[config.mk]
export PLATFORM = sky130hd
export DESIGN_NAME = mean_variance_stddev_flat
export DESIGN_NICKNAME = d
export VERILOG_FILES = /design/src/sv/mvs_pkg.sv /design/src/sv/mvs_if.sv /design/src/sv/mean_variance_stddev.sv /design/src/sv/mvs_accum.sv /design/src/sv/mvs_engine.sv /design/src/flat_wrapper.sv
export SDC_FILE = /design/constraint.sdc
export NUM_CORES = 2
export LEC_CHECK = 0
export ABC_AREA = 1
export BUFFER_PORTS_ARGS = -buffer_cell sky130_fd_sc_hd__buf_2
export CELL_PAD_IN_SITES_DETAIL_PLACEMENT = 2
export CELL_PAD_IN_SITES_GLOBAL_PLACEMENT = 2
export CORE_MARGIN = 2
export CORE_UTILIZATION = 35
export CTS_CLUSTER_SIZE = 20
export DETAILED_ROUTE_END_ITERATION = 16
export MAX_ROUTING_LAYER = met4
export PLACE_DENSITY = 0.74
export SLEW_MARGIN = 20
export SYNTH_ARGS = -nofsm -noshare
export SYNTH_HDL_FRONTEND = slang
export SYNTH_SLANG_ARGS = --single-unit
[constraint.sdc]
create_clock -name clk -period 12.9 [get_ports clk]
set_input_delay 1.29 -clock clk [delete_from_list [all_inputs] [get_ports clk]]
set_output_delay 1.29 -clock clk [all_outputs]
set_load 0.05 [all_outputs]
[src/sv/mvs_pkg.sv]
// Shared widths, step counts and payload types for the mean/variance/stddev block.
`default_nettype none

package mvs_pkg;

  localparam int MAX_SAMPLES = 1024;
  localparam int SAMPLE_W    = 16;
  localparam int FRAC_W      = 8;

  localparam int CNT_W  = 11;
  localparam int SUM_W  = 27;
  localparam int SQ_W   = 41;
  localparam int MEAN_W = 24;
  localparam int VAR_W  = 39;
  localparam int SD_W   = 24;

  localparam int MAG_W    = SUM_W - 1;
  localparam int ALU_W    = 52;
  localparam int D_W      = ALU_W - 1;
  localparam int DEN_W    = 2 * CNT_W;
  localparam int SH_W     = 64;
  localparam int STEP_W   = 6;
  localparam int MEAN_N_W = MAG_W + FRAC_W + 1;
  localparam int DVAR_N_W = D_W + FRAC_W;
  localparam int SQRT_STEPS = (VAR_W + FRAC_W + 1) / 2;
  localparam int SQRT_N_W   = 2 * SQRT_STEPS;

  typedef struct packed {
    logic [CNT_W-1:0] cnt;
    logic [SUM_W-1:0] sum;
    logic [SQ_W-1:0]  sq;
    logic             ovf;
  } mvs_tot_t;

  typedef struct packed {
    logic [CNT_W-1:0]  count;
    logic [MEAN_W-1:0] mean_q8;
    logic [VAR_W-1:0]  variance_q8;
    logic [SD_W-1:0]   stddev_q8;
    logic              overflowed;
  } mvs_res_t;

endpackage

`default_nettype wire

[src/sv/mvs_if.sv]
// Sample and result channel interfaces.
`default_nettype none

interface mvs_in_if;
  import mvs_pkg::*;

  logic                       valid;
  logic                       ready;
  logic signed [SAMPLE_W-1:0] sample;
  logic                       last;

  modport source (output valid, sample, last, input ready);
  modport sink (input valid, sample, last, output ready);
endinterface

interface mvs_out_if;
  import mvs_pkg::*;

  logic                     valid;
  logic                     ready;
  logic [CNT_W-1:0]         count;
  logic signed [MEAN_W-1:0] mean_q8;
  logic [VAR_W-1:0]         variance_q8;
  logic [SD_W-1:0]          stddev_q8;
  logic                     overflowed;

  modport source (output valid, count, mean_q8, variance_q8, stddev_q8, overflowed,
                  input ready);
  modport sink (input valid, count, mean_q8, variance_q8, stddev_q8, overflowed,
                output ready);
endinterface

`default_nettype wire

[src/sv/mean_variance_stddev.sv]
// Streaming population mean, variance and standard deviation over sets of samples.
//
// Input channel in_ch: one signed sample per request, last marks the final sample of
// a set. Samples are taken one per cycle while ready is high. Past 1024 kept samples,
// further samples of the set are dropped and the set's result reports overflowed.
// Output channel out_ch: one request per set with count, mean, variance and stddev,
// all fractions in Q8.
// The finish runs through one shared add/subtract unit, one bit per cycle in its
// multiplies, divisions and square root, plus four moves. In order: totals pickup,
// multiplies n*sq and |sum|*|sum|, subtract, multiply n*n, variance division,
// rounding add, mean division, square root, output load.
// in_ch.ready drops for one cycle after every last sample while the engine picks up
// the totals, and stays low longer when a set closes before the previous one has left
// the shared unit.
// A stalled receiver holds the result in the output register; the engine then waits
// and, behind it, a further closed set holds off the input.
// Reset (rst_n low, synchronous) empties the running set and drops any pending result.
`default_nettype none

module mean_variance_stddev (
  input  logic       clk,
  input  logic       rst_n,
  mvs_in_if.sink     in_ch,
  mvs_out_if.source  out_ch
);
  import mvs_pkg::*;

  mvs_tot_t tot;
  logic     tot_vld;
  logic     tot_take;
  mvs_res_t res;
  logic     res_vld;
  logic     res_take;
  logic     out_vld_r;
  mvs_res_t out_res_r;

  mvs_accum u_accum (
    .clk      (clk),
    .rst_n    (rst_n),
    .in_ch    (in_ch),
    .tot      (tot),
    .tot_vld  (tot_vld),
    .tot_take (tot_take)
  );

  mvs_engine u_engine (
    .clk      (clk),
    .rst_n    (rst_n),
    .tot      (tot),
    .tot_vld  (tot_vld),
    .tot_take (tot_take),
    .res      (res),
    .res_vld  (res_vld),
    .res_take (res_take)
  );

  // load the output register when it is empty or being drained
  assign res_take = !out_vld_r || out_ch.ready;

  always_ff @(posedge clk) begin
    if (!rst_n) begin
      out_vld_r <= 1'b0;
    end else if (res_vld && res_take) begin
      out_vld_r <= 1'b1;
    end else if (out_ch.ready) begin
      out_vld_r <= 1'b0;
    end
  end

  always_ff @(posedge clk) begin
    if (res_vld && res_take) begin
      out_res_r <= res;
    end
  end

  assign out_ch.valid       = out_vld_r;
  assign out_ch.count       = out_res_r.count;
  assign out_ch.mean_q8     = out_res_r.mean_q8;
  assign out_ch.variance_q8 = out_res_r.variance_q8;
  assign out_ch.stddev_q8   = out_res_r.stddev_q8;
  assign out_ch.overflowed  = out_res_r.overflowed;

  a_close_hands_off: assert property (@(posedge clk) disable iff (!rst_n)
    in_ch.valid && in_ch.ready && in_ch.last |=> tot_vld)
    else $error("closed set did not reach the engine");

  a_count_range: assert property (@(posedge clk) disable iff (!rst_n)
    out_ch.valid |-> (out_ch.count != '0) && (out_ch.count <= CNT_W'(MAX_SAMPLES)))
    else $error("result count out of range");

  a_ovf_full: assert property (@(posedge clk) disable iff (!rst_n)
    out_ch.valid && out_ch.overflowed |-> out_ch.count == CNT_W'(MAX_SAMPLES))
    else $error("overflow flagged on a set that was not full");

endmodule

`default_nettype wire

[src/sv/mvs_accum.sv]
// Sample accumulator: count, sum and sum of squares, handed off at the end of a set.
`default_nettype none

module mvs_accum (
  input  logic              clk,
  input  logic              rst_n,
  mvs_in_if.sink            in_ch,
  output mvs_pkg::mvs_tot_t tot,
  output logic              tot_vld,
  input  logic              tot_take
);
  import mvs_pkg::*;

  logic [CNT_W-1:0]          cnt_r;
  logic signed [SUM_W-1:0]   sum_r;
  logic [SQ_W-1:0]           sq_r;
  logic                      ovf_r;
  logic                      tot_vld_r;
  mvs_tot_t                  tot_r;

  logic [CNT_W-1:0]          cnt_nxt;
  logic signed [SUM_W-1:0]   sum_nxt;
  logic [SQ_W-1:0]           sq_nxt;
  logic                      ovf_nxt;
  logic signed [2*SAMPLE_W-1:0] prod;
  logic                      keep;
  logic                      accept;

  assign accept      = in_ch.valid && in_ch.ready;
  assign in_ch.ready = !tot_vld_r;
  assign keep        = cnt_r < CNT_W'(MAX_SAMPLES);
  assign prod        = in_ch.sample * in_ch.sample;

  always_comb begin
    cnt_nxt = cnt_r;
    sum_nxt = sum_r;
    sq_nxt  = sq_r;
    ovf_nxt = ovf_r;
    if (keep) begin
      cnt_nxt = cnt_r + CNT_W'(1);
      sum_nxt = sum_r + SUM_W'(in_ch.sample);
      sq_nxt  = sq_r + SQ_W'($unsigned(prod));
    end else begin
      ovf_nxt = 1'b1;
    end
  end

  always_ff @(posedge clk) begin
    if (!rst_n) begin
      cnt_r     <= '0;
      sum_r     <= '0;
      sq_r      <= '0;
      ovf_r     <= 1'b0;
      tot_vld_r <= 1'b0;
    end else begin
      if (tot_take) begin
        tot_vld_r <= 1'b0;
      end
      if (accept) begin
        if (in_ch.last) begin
          // close the set: hand totals over and start the next set from zero
          tot_vld_r <= 1'b1;
          cnt_r     <= '0;
          sum_r     <= '0;
          sq_r      <= '0;
          ovf_r     <= 1'b0;
        end else begin
          cnt_r <= cnt_nxt;
          sum_r <= sum_nxt;
          sq_r  <= sq_nxt;
          ovf_r <= ovf_nxt;
        end
      end
    end
  end

  always_ff @(posedge clk) begin
    if (accept && in_ch.last) begin
      tot_r.cnt <= cnt_nxt;
      tot_r.sum <= sum_nxt;
      tot_r.sq  <= sq_nxt;
      tot_r.ovf <= ovf_nxt;
    end
  end

  assign tot     = tot_r;
  assign tot_vld = tot_vld_r;

endmodule

`default_nettype wire

[src/sv/mvs_engine.sv]
// Finishing engine: one shared add/subtract unit runs multiplies, divides and a square root.
`default_nettype none

module mvs_engine (
  input  logic              clk,
  input  logic              rst_n,
  input  mvs_pkg::mvs_tot_t tot,
  input  logic              tot_vld,
  output logic              tot_take,
  output mvs_pkg::mvs_res_t res,
  output logic              res_vld,
  input  logic              res_take
);
  import mvs_pkg::*;

  localparam logic [3:0] ST_IDLE  = 4'd0;
  localparam logic [3:0] ST_MNQ   = 4'd1;
  localparam logic [3:0] ST_MSS   = 4'd2;
  localparam logic [3:0] ST_DSUB  = 4'd3;
  localparam logic [3:0] ST_MNN   = 4'd4;
  localparam logic [3:0] ST_DVAR  = 4'd5;
  localparam logic [3:0] ST_MADD  = 4'd6;
  localparam logic [3:0] ST_DMEAN = 4'd7;
  localparam logic [3:0] ST_SQRT  = 4'd8;
  localparam logic [3:0] ST_DONE  = 4'd9;

  logic [3:0]        state_r, state_nxt;
  logic [STEP_W-1:0] step_r, step_nxt;
  logic [ALU_W-1:0]  acc_r, acc_nxt;
  logic [ALU_W-1:0]  t_r, t_nxt;
  logic [SH_W-1:0]   sh_r, sh_nxt;
  logic [VAR_W-1:0]  res_r, res_nxt;
  logic [CNT_W-1:0]  n_r, n_nxt;
  logic [MAG_W-1:0]  smag_r, smag_nxt;
  logic              neg_r, neg_nxt;
  logic [SQ_W-1:0]   q_r, q_nxt;
  logic              ovf_r, ovf_nxt;
  logic [DEN_W-1:0]  den_r, den_nxt;
  logic [VAR_W-1:0]  var_r, var_nxt;
  logic [MEAN_W-1:0] mean_r, mean_nxt;
  logic [SD_W-1:0]   sd_r, sd_nxt;

  logic [ALU_W-1:0]  alu_a, alu_b, mcand;
  logic              alu_sub;
  logic [ALU_W:0]    alu_sum;
  logic [ALU_W-1:0]  alu_y;
  logic              alu_co;
  logic [ALU_W-1:0]  rem_step;
  logic [VAR_W-1:0]  res_step;
  logic              last_step;
  logic [SUM_W-1:0]  tot_mag;
  logic [MEAN_W-1:0] qmean;
  logic [DVAR_N_W-1:0] dvar_num;
  logic [SQRT_N_W-1:0] sqrt_x;

  // multiplicand and divisor follow the phase
  always_comb begin
    case (state_r)
      ST_MNQ:  mcand = ALU_W'(q_r);
      ST_MSS:  mcand = ALU_W'(smag_r);
      ST_MNN:  mcand = ALU_W'(n_r);
      default: mcand = '0;
    endcase
  end

  always_comb begin
    alu_a   = '0;
    alu_b   = '0;
    alu_sub = 1'b0;
    case (state_r)
      ST_MNQ, ST_MSS, ST_MNN: begin
        alu_a = {acc_r[ALU_W-2:0], 1'b0};
        alu_b = sh_r[SH_W-1] ? mcand : '0;
      end
      ST_DSUB: begin
        alu_a   = t_r;
        alu_b   = acc_r;
        alu_sub = 1'b1;
      end
      ST_DVAR: begin
        alu_a   = {acc_r[ALU_W-2:0], sh_r[SH_W-1]};
        alu_b   = ALU_W'(den_r);
        alu_sub = 1'b1;
      end
      ST_MADD: begin
        alu_a = ALU_W'({smag_r, {(FRAC_W + 1){1'b0}}});
        alu_b = ALU_W'(n_r);
      end
      ST_DMEAN: begin
        alu_a   = {acc_r[ALU_W-2:0], sh_r[SH_W-1]};
        alu_b   = ALU_W'({n_r, 1'b0});
        alu_sub = 1'b1;
      end
      ST_SQRT: begin
        alu_a   = {acc_r[ALU_W-3:0], sh_r[SH_W-1 -: 2]};
        alu_b   = ALU_W'({res_r, 2'b01});
        alu_sub = 1'b1;
      end
      default: begin
        alu_a = '0;
      end
    endcase
  end

  assign alu_sum  = {1'b0, alu_a} + {1'b0, alu_b ^ {ALU_W{alu_sub}}}
                  + {{ALU_W{1'b0}}, alu_sub};
  assign alu_y    = alu_sum[ALU_W-1:0];
  assign alu_co   = alu_sum[ALU_W];
  // restoring step: keep the difference only when it did not go negative
  assign rem_step = alu_co ? alu_y : alu_a;
  assign res_step = {res_r[VAR_W-2:0], alu_co};
  assign last_step = (step_r == STEP_W'(1));

  assign tot_mag  = tot.sum[SUM_W-1] ? (~tot.sum + SUM_W'(1)) : tot.sum;
  assign qmean    = res_step[MEAN_W-1:0];
  assign dvar_num = {t_r[D_W-1:0], {FRAC_W{1'b0}}};
  assign sqrt_x   = SQRT_N_W'({var_r, {FRAC_W{1'b0}}});

  always_comb begin
    state_nxt = state_r;
    step_nxt  = step_r;
    acc_nxt   = acc_r;
    t_nxt     = t_r;
    sh_nxt    = sh_r;
    res_nxt   = res_r;
    n_nxt     = n_r;
    smag_nxt  = smag_r;
    neg_nxt   = neg_r;
    q_nxt     = q_r;
    ovf_nxt   = ovf_r;
    den_nxt   = den_r;
    var_nxt   = var_r;
    mean_nxt  = mean_r;
    sd_nxt    = sd_r;
    tot_take  = 1'b0;
    case (state_r)
      ST_IDLE: begin
        if (tot_vld) begin
          tot_take  = 1'b1;
          n_nxt     = tot.cnt;
          neg_nxt   = tot.sum[SUM_W-1];
          smag_nxt  = tot_mag[MAG_W-1:0];
          q_nxt     = tot.sq;
          ovf_nxt   = tot.ovf;
          acc_nxt   = '0;
          sh_nxt    = SH_W'(tot.cnt) << (SH_W - CNT_W);
          step_nxt  = STEP_W'(CNT_W);
          state_nxt = ST_MNQ;
        end
      end
      ST_MNQ, ST_MSS, ST_MNN: begin
        acc_nxt  = alu_y;
        sh_nxt   = sh_r << 1;
        step_nxt = step_r - STEP_W'(1);
        if (last_step) begin
          if (state_r == ST_MNQ) begin
            t_nxt     = alu_y;
            acc_nxt   = '0;
            sh_nxt    = SH_W'(smag_r) << (SH_W - MAG_W);
            step_nxt  = STEP_W'(MAG_W);
            state_nxt = ST_MSS;
          end else if (state_r == ST_MSS) begin
            state_nxt = ST_DSUB;
          end else begin
            den_nxt   = alu_y[DEN_W-1:0];
            acc_nxt   = '0;
            res_nxt   = '0;
            sh_nxt    = SH_W'(dvar_num) << (SH_W - DVAR_N_W);
            step_nxt  = STEP_W'(DVAR_N_W);
            state_nxt = ST_DVAR;
          end
        end
      end
      ST_DSUB: begin
        t_nxt     = alu_y;
        acc_nxt   = '0;
        sh_nxt    = SH_W'(n_r) << (SH_W - CNT_W);
        step_nxt  = STEP_W'(CNT_W);
        state_nxt = ST_MNN;
      end
      ST_DVAR, ST_DMEAN: begin
        acc_nxt  = rem_step;
        res_nxt  = res_step;
        sh_nxt   = sh_r << 1;
        step_nxt = step_r - STEP_W'(1);
        if (last_step) begin
          if (state_r == ST_DVAR) begin
            var_nxt   = res_step;
            state_nxt = ST_MADD;
          end else begin
            mean_nxt  = neg_r ? (MEAN_W'(0) - qmean) : qmean;
            acc_nxt   = '0;
            res_nxt   = '0;
            sh_nxt    = SH_W'(sqrt_x) << (SH_W - SQRT_N_W);
            step_nxt  = STEP_W'(SQRT_STEPS);
            state_nxt = ST_SQRT;
          end
        end
      end
      ST_MADD: begin
        acc_nxt   = '0;
        res_nxt   = '0;
        sh_nxt    = SH_W'(alu_y[MEAN_N_W-1:0]) << (SH_W - MEAN_N_W);
        step_nxt  = STEP_W'(MEAN_N_W);
        state_nxt = ST_DMEAN;
      end
      ST_SQRT: begin
        acc_nxt  = rem_step;
        res_nxt  = res_step;
        sh_nxt   = sh_r << 2;
        step_nxt = step_r - STEP_W'(1);
        if (last_step) begin
          sd_nxt    = res_step[SD_W-1:0];
          state_nxt = ST_DONE;
        end
      end
      ST_DONE: begin
        if (res_take) begin
          state_nxt = ST_IDLE;
        end
      end
      default: begin
        state_nxt = ST_IDLE;
      end
    endcase
  end

  always_ff @(posedge clk) begin
    if (!rst_n) begin
      state_r <= ST_IDLE;
      step_r  <= '0;
    end else begin
      state_r <= state_nxt;
      step_r  <= step_nxt;
    end
  end

  always_ff @(posedge clk) begin
    acc_r  <= acc_nxt;
    t_r    <= t_nxt;
    sh_r   <= sh_nxt;
    res_r  <= res_nxt;
    n_r    <= n_nxt;
    smag_r <= smag_nxt;
    neg_r  <= neg_nxt;
    q_r    <= q_nxt;
    ovf_r  <= ovf_nxt;
    den_r  <= den_nxt;
    var_r  <= var_nxt;
    mean_r <= mean_nxt;
    sd_r   <= sd_nxt;
  end

  assign res_vld         = (state_r == ST_DONE);
  assign res.count       = n_r;
  assign res.mean_q8     = mean_r;
  assign res.variance_q8 = var_r;
  assign res.stddev_q8   = sd_r;
  assign res.overflowed  = ovf_r;

endmodule

`default_nettype wire

[src/flat_wrapper.sv]
// flat-port wrapper written by rule: the top's interface ports become plain ports
module mean_variance_stddev_flat import mvs_pkg::*;
  (clk, rst_n, in_ch_valid, in_ch_sample, in_ch_last, in_ch_ready, out_ch_valid, out_ch_count, out_ch_mean_q8, out_ch_variance_q8, out_ch_stddev_q8, out_ch_overflowed, out_ch_ready);
  mvs_in_if in_ch_i ();
  mvs_out_if out_ch_i ();
  input  logic clk;
  input  logic rst_n;
  input wire logic [$bits(in_ch_i.valid)-1:0] in_ch_valid;
  input wire logic [$bits(in_ch_i.sample)-1:0] in_ch_sample;
  input wire logic [$bits(in_ch_i.last)-1:0] in_ch_last;
  output wire logic [$bits(in_ch_i.ready)-1:0] in_ch_ready;
  output wire logic [$bits(out_ch_i.valid)-1:0] out_ch_valid;
  output wire logic [$bits(out_ch_i.count)-1:0] out_ch_count;
  output wire logic [$bits(out_ch_i.mean_q8)-1:0] out_ch_mean_q8;
  output wire logic [$bits(out_ch_i.variance_q8)-1:0] out_ch_variance_q8;
  output wire logic [$bits(out_ch_i.stddev_q8)-1:0] out_ch_stddev_q8;
  output wire logic [$bits(out_ch_i.overflowed)-1:0] out_ch_overflowed;
  input wire logic [$bits(out_ch_i.ready)-1:0] out_ch_ready;
  assign in_ch_i.valid = in_ch_valid;
  assign in_ch_i.sample = in_ch_sample;
  assign in_ch_i.last = in_ch_last;
  assign in_ch_ready = in_ch_i.ready;
  assign out_ch_valid = out_ch_i.valid;
  assign out_ch_count = out_ch_i.count;
  assign out_ch_mean_q8 = out_ch_i.mean_q8;
  assign out_ch_variance_q8 = out_ch_i.variance_q8;
  assign out_ch_stddev_q8 = out_ch_i.stddev_q8;
  assign out_ch_overflowed = out_ch_i.overflowed;
  assign out_ch_i.ready = out_ch_ready;
  mean_variance_stddev u_core (.clk(clk), .rst_n(rst_n), .in_ch(in_ch_i), .out_ch(out_ch_i));
endmodule
==> flow_summary.ini <==
[outcome]
status = finished clean

[critical_path]
rr_worst_depth = 33
critPathCaptureType = register
cp-start-kind = input port
critPathKind = input port to register
r2r_start = u_core.u_engine.state_r[1]$_SDFFE_PN0P_
r2r_setup_slack_ns = 4.90
cp_common_cell = fa_1
slowest_delay_ns = 0.69
crit_arrival_ns = 10.15
crit_path_top_delay_cell = buf_2
crit_fanout = 36
crit_required_ns = 13.50
timing.rr.end = u_core.u_engine.mean_r[20]$_DFFE_PP_

[grt]
grt_pass1_wl_um = 267000
grt_pass1_vias = 40740
antenna_found_initial = 5
track_usage_pct = 28.3
grt_overflow_total = 0
grt_max_degree = 81

[drt]
drc = 0
drt_wl_total_um = 179000
wl_per_cell_um = 26.5
first_pass_iters = 5
drt_iter0_markers = 2680
vias_per_cell = 5.48
final_antenna_net_count = 0
num_vias = 36983

[sta]
relSlewSlack_pct = 23.9
holdWs_ns = 0.418
setup_tns_ns = 0
fmax_mhz = 105
fin_ws_ns = 3.35
min_period_ns = 9.55
drv_slew = 0
finalCritPeriodShare_pct = 74.1
finalHoldViolCount = 0
rsz0062_at_grt = no
fin_skew_ns = 0.0524
worst_pin_slew_ns = 1.14
setup_viol = 0

[synth]
ys_types = 56
yosys.area.top_type_share_pct = 38.1
synth_fa_ha_area_share_pct = 16.6
avgSynthCellArea_um2 = 8.92
ys_ff_latch = 654
ys.flop_type = edfxtp_1
synth_edf_count = 562
synthArstFlopShare_pct = 0
synth_area_leader_cell = edfxtp_1
synth_area_leaders = edfxtp_1 38%, fa_1 11%, nand2_1 8.2%, inv_1 7.6%, ha_1 5.8%
synth_xor_area_share_pct = 3.26
ys_seq_area_share_pct = 42.2
syn-cell-area_mm2 = 0.0443
muxShareOfSynthArea_pct = 0.0452
synth_common_cells = 968 x nand2_1, 895 x inv_1, 562 x edfxtp_1
synthSimpleGateAreaFrac_pct = 14.9
yosysMostFrequentCell = nand2_1
yosys_warnings = 0
synth_top_family_by_area = adder cells
synth_compound_area_share_pct = 13.7
synth_fp_nets = 5434
synth_cells = 4967

[layout]
area_growth_pct = 11.4
seq_area_mm2 = 0.0187
fillerInstances = 13820
final_nets = 5503
multi_input_area_mm2 = 0.0216
design_area_mm2 = 0.0494
drive_gt1_share_pct = 7.53

[die]
fp-row-count = 130
dieHeight_um = 360
start_util_pct = 35.3
core_mm2 = 0.126
num_io_pins = 122
die_w_um = 360
dieArea_mm2 = 0.129

[clock_network]
h-tree-depth = 3
post_cts_resized = 0
cts_tree = yes
cts_setup_buffers = 0
cts_buffers = 76
clk_pin_slew_ns = 0.06
clk_latency_ns = 0.72
clockRootBuffer = clkbuf_16
holdBufCountCts = 0
cts_sinks = 654
clockBufferDepth = 3

[place]
place_ws_ns = 2.60
gp_congestion = 0.971
dp_hpwl_um = 137000
io_buffers = 121
postPlaceCellArea_mm2 = 0.0467

[run]
maxCapViolations = 0

[worst_hold_path]
hold_path_depth = 0
hp-start = u_core.u_accum.tot[10]$_DFFE_PP_
hold_path_class = register to register
holdPathEnd = u_core.u_engine.q_r[9]$_DFFE_PP_
-- worst max path at each step --
stage               slack [ns]  cells after the start                                   end             start
floorplan                 4.39                     31      u_core.u_accum.tot[39]$_DFFE_PP_   in_ch_sample[1]
CTS                       3.24                     31  u_core.u_accum.sq_r[37]$_SDFFE_PN0P_  in_ch_sample[15]
global placement          3.05                     31  u_core.u_accum.sq_r[33]$_SDFFE_PN0P_  in_ch_sample[15]
global route              2.69                     31  u_core.u_accum.sq_r[37]$_SDFFE_PN0P_  in_ch_sample[15]
detailed placement        2.60                     31  u_core.u_accum.sq_r[37]$_SDFFE_PN0P_  in_ch_sample[15]
finish                    3.35                     31  u_core.u_accum.sq_r[37]$_SDFFE_PN0P_  in_ch_sample[15]
-- metal layers --
| layer | vias up | GRT usage (%) | wire [um] |
|---|---|---|---|
| met3 | 347 | 3.95 | 9230 |
| met5 | - | - | 0 |
| met1 | 18943 | 32.9 | 71600 |
| met4 | 0 | 11.8 | 8380 |
| li1 | 16609 | - | - |
| met2 | 1084 | 48.8 | 89700 |
-- layout by cell type (no fill, tap or decap), types with 21 or more instances in the layout --
master and count:
or2_2 28, edfxtp_1 562, inv_1 891, o211ai_1 35
xnor2_1 56, buf_4 37, nor3_1 48, a221oi_1 42
buf_2 121, clkbuf_16 76, o221ai_1 47, fa_1 239
a31oi_1 24, o21ai_0 294, a21oi_1 342, o21ai_1 24
a21o_1 25, nor2_1 315, nand3_1 151, ha_1 207
dfxtp_1 92, xor2_1 109, a22o_1 21, nand2_1 966
o22ai_1 70
-- critical path, delay by kind of cell --
kind                     cells  cell delay (ns)
adder cells (fa/ha/maj)      8             3.68
AND/OR/NAND/NOR             12             2.43
buffers and inverters        5             1.45
AO/OA/AOI/OAI                4             0.68
XOR/XNOR                     2             0.58
-- layout make-up --
cell class | count | share of cell area (%)
diodes | 5 | 0.0254
clock buffers | 87 | 4.00
inverters | 912 | 6.94
repair buffers | 159 | 1.81
clock inverters | 52 | 1.34
multi-input cells | 3233 | 43.8
flip-flops and latches | 654 | 37.9
well taps | 1650 | 4.18
-- flip-flops by register name, summed over array words and instances, names as in the netlist, 22 cells and up --
register,cells
u_core.u_engine.var_r,39
u_core.u_engine.q_r,41
u_core.out_ch.stddev_q8,24
u_core.u_engine.mean_r,24
u_core.u_accum.sum_r,27
u_core.u_engine.sh_r,51
u_core.u_accum.tot,80
u_core.u_engine.sd_r,24
u_core.u_engine.smag_r,26
u_core.u_engine.acc_r,52
u_core.u_accum.sq_r,41
u_core.u_engine.t_r,52
u_core.out_ch.variance_q8,39
u_core.u_engine.den_r,22
u_core.u_engine.res_r,39
u_core.out_ch.mean_q8,24
-- cell families (layout without fill, tap and decap cells) --
group,count (synthesis),count (layout)
xor gates and xnor gates,165,165
and+or+nand+nor,1602,1602
DFF,654,654
buffers and inverters,1080,1210
AOI/OAI and AO/OA,1018,1018
muxes,2,2
adders and majority gates,446,446
other,0,5
-- metrics by stage --
stage                     std cells  util, %
final                          6752     39.3
after global placement         6608     37.2
after floorplan                4967        -
after CTS                      6747     39.3
after detailed placement       6608     37.2
after global routing           6750     39.3
Power is left out: the tool's default activity adds up to more than one toggle a clock period on the data nets, which glitch-free logic cannot reach.
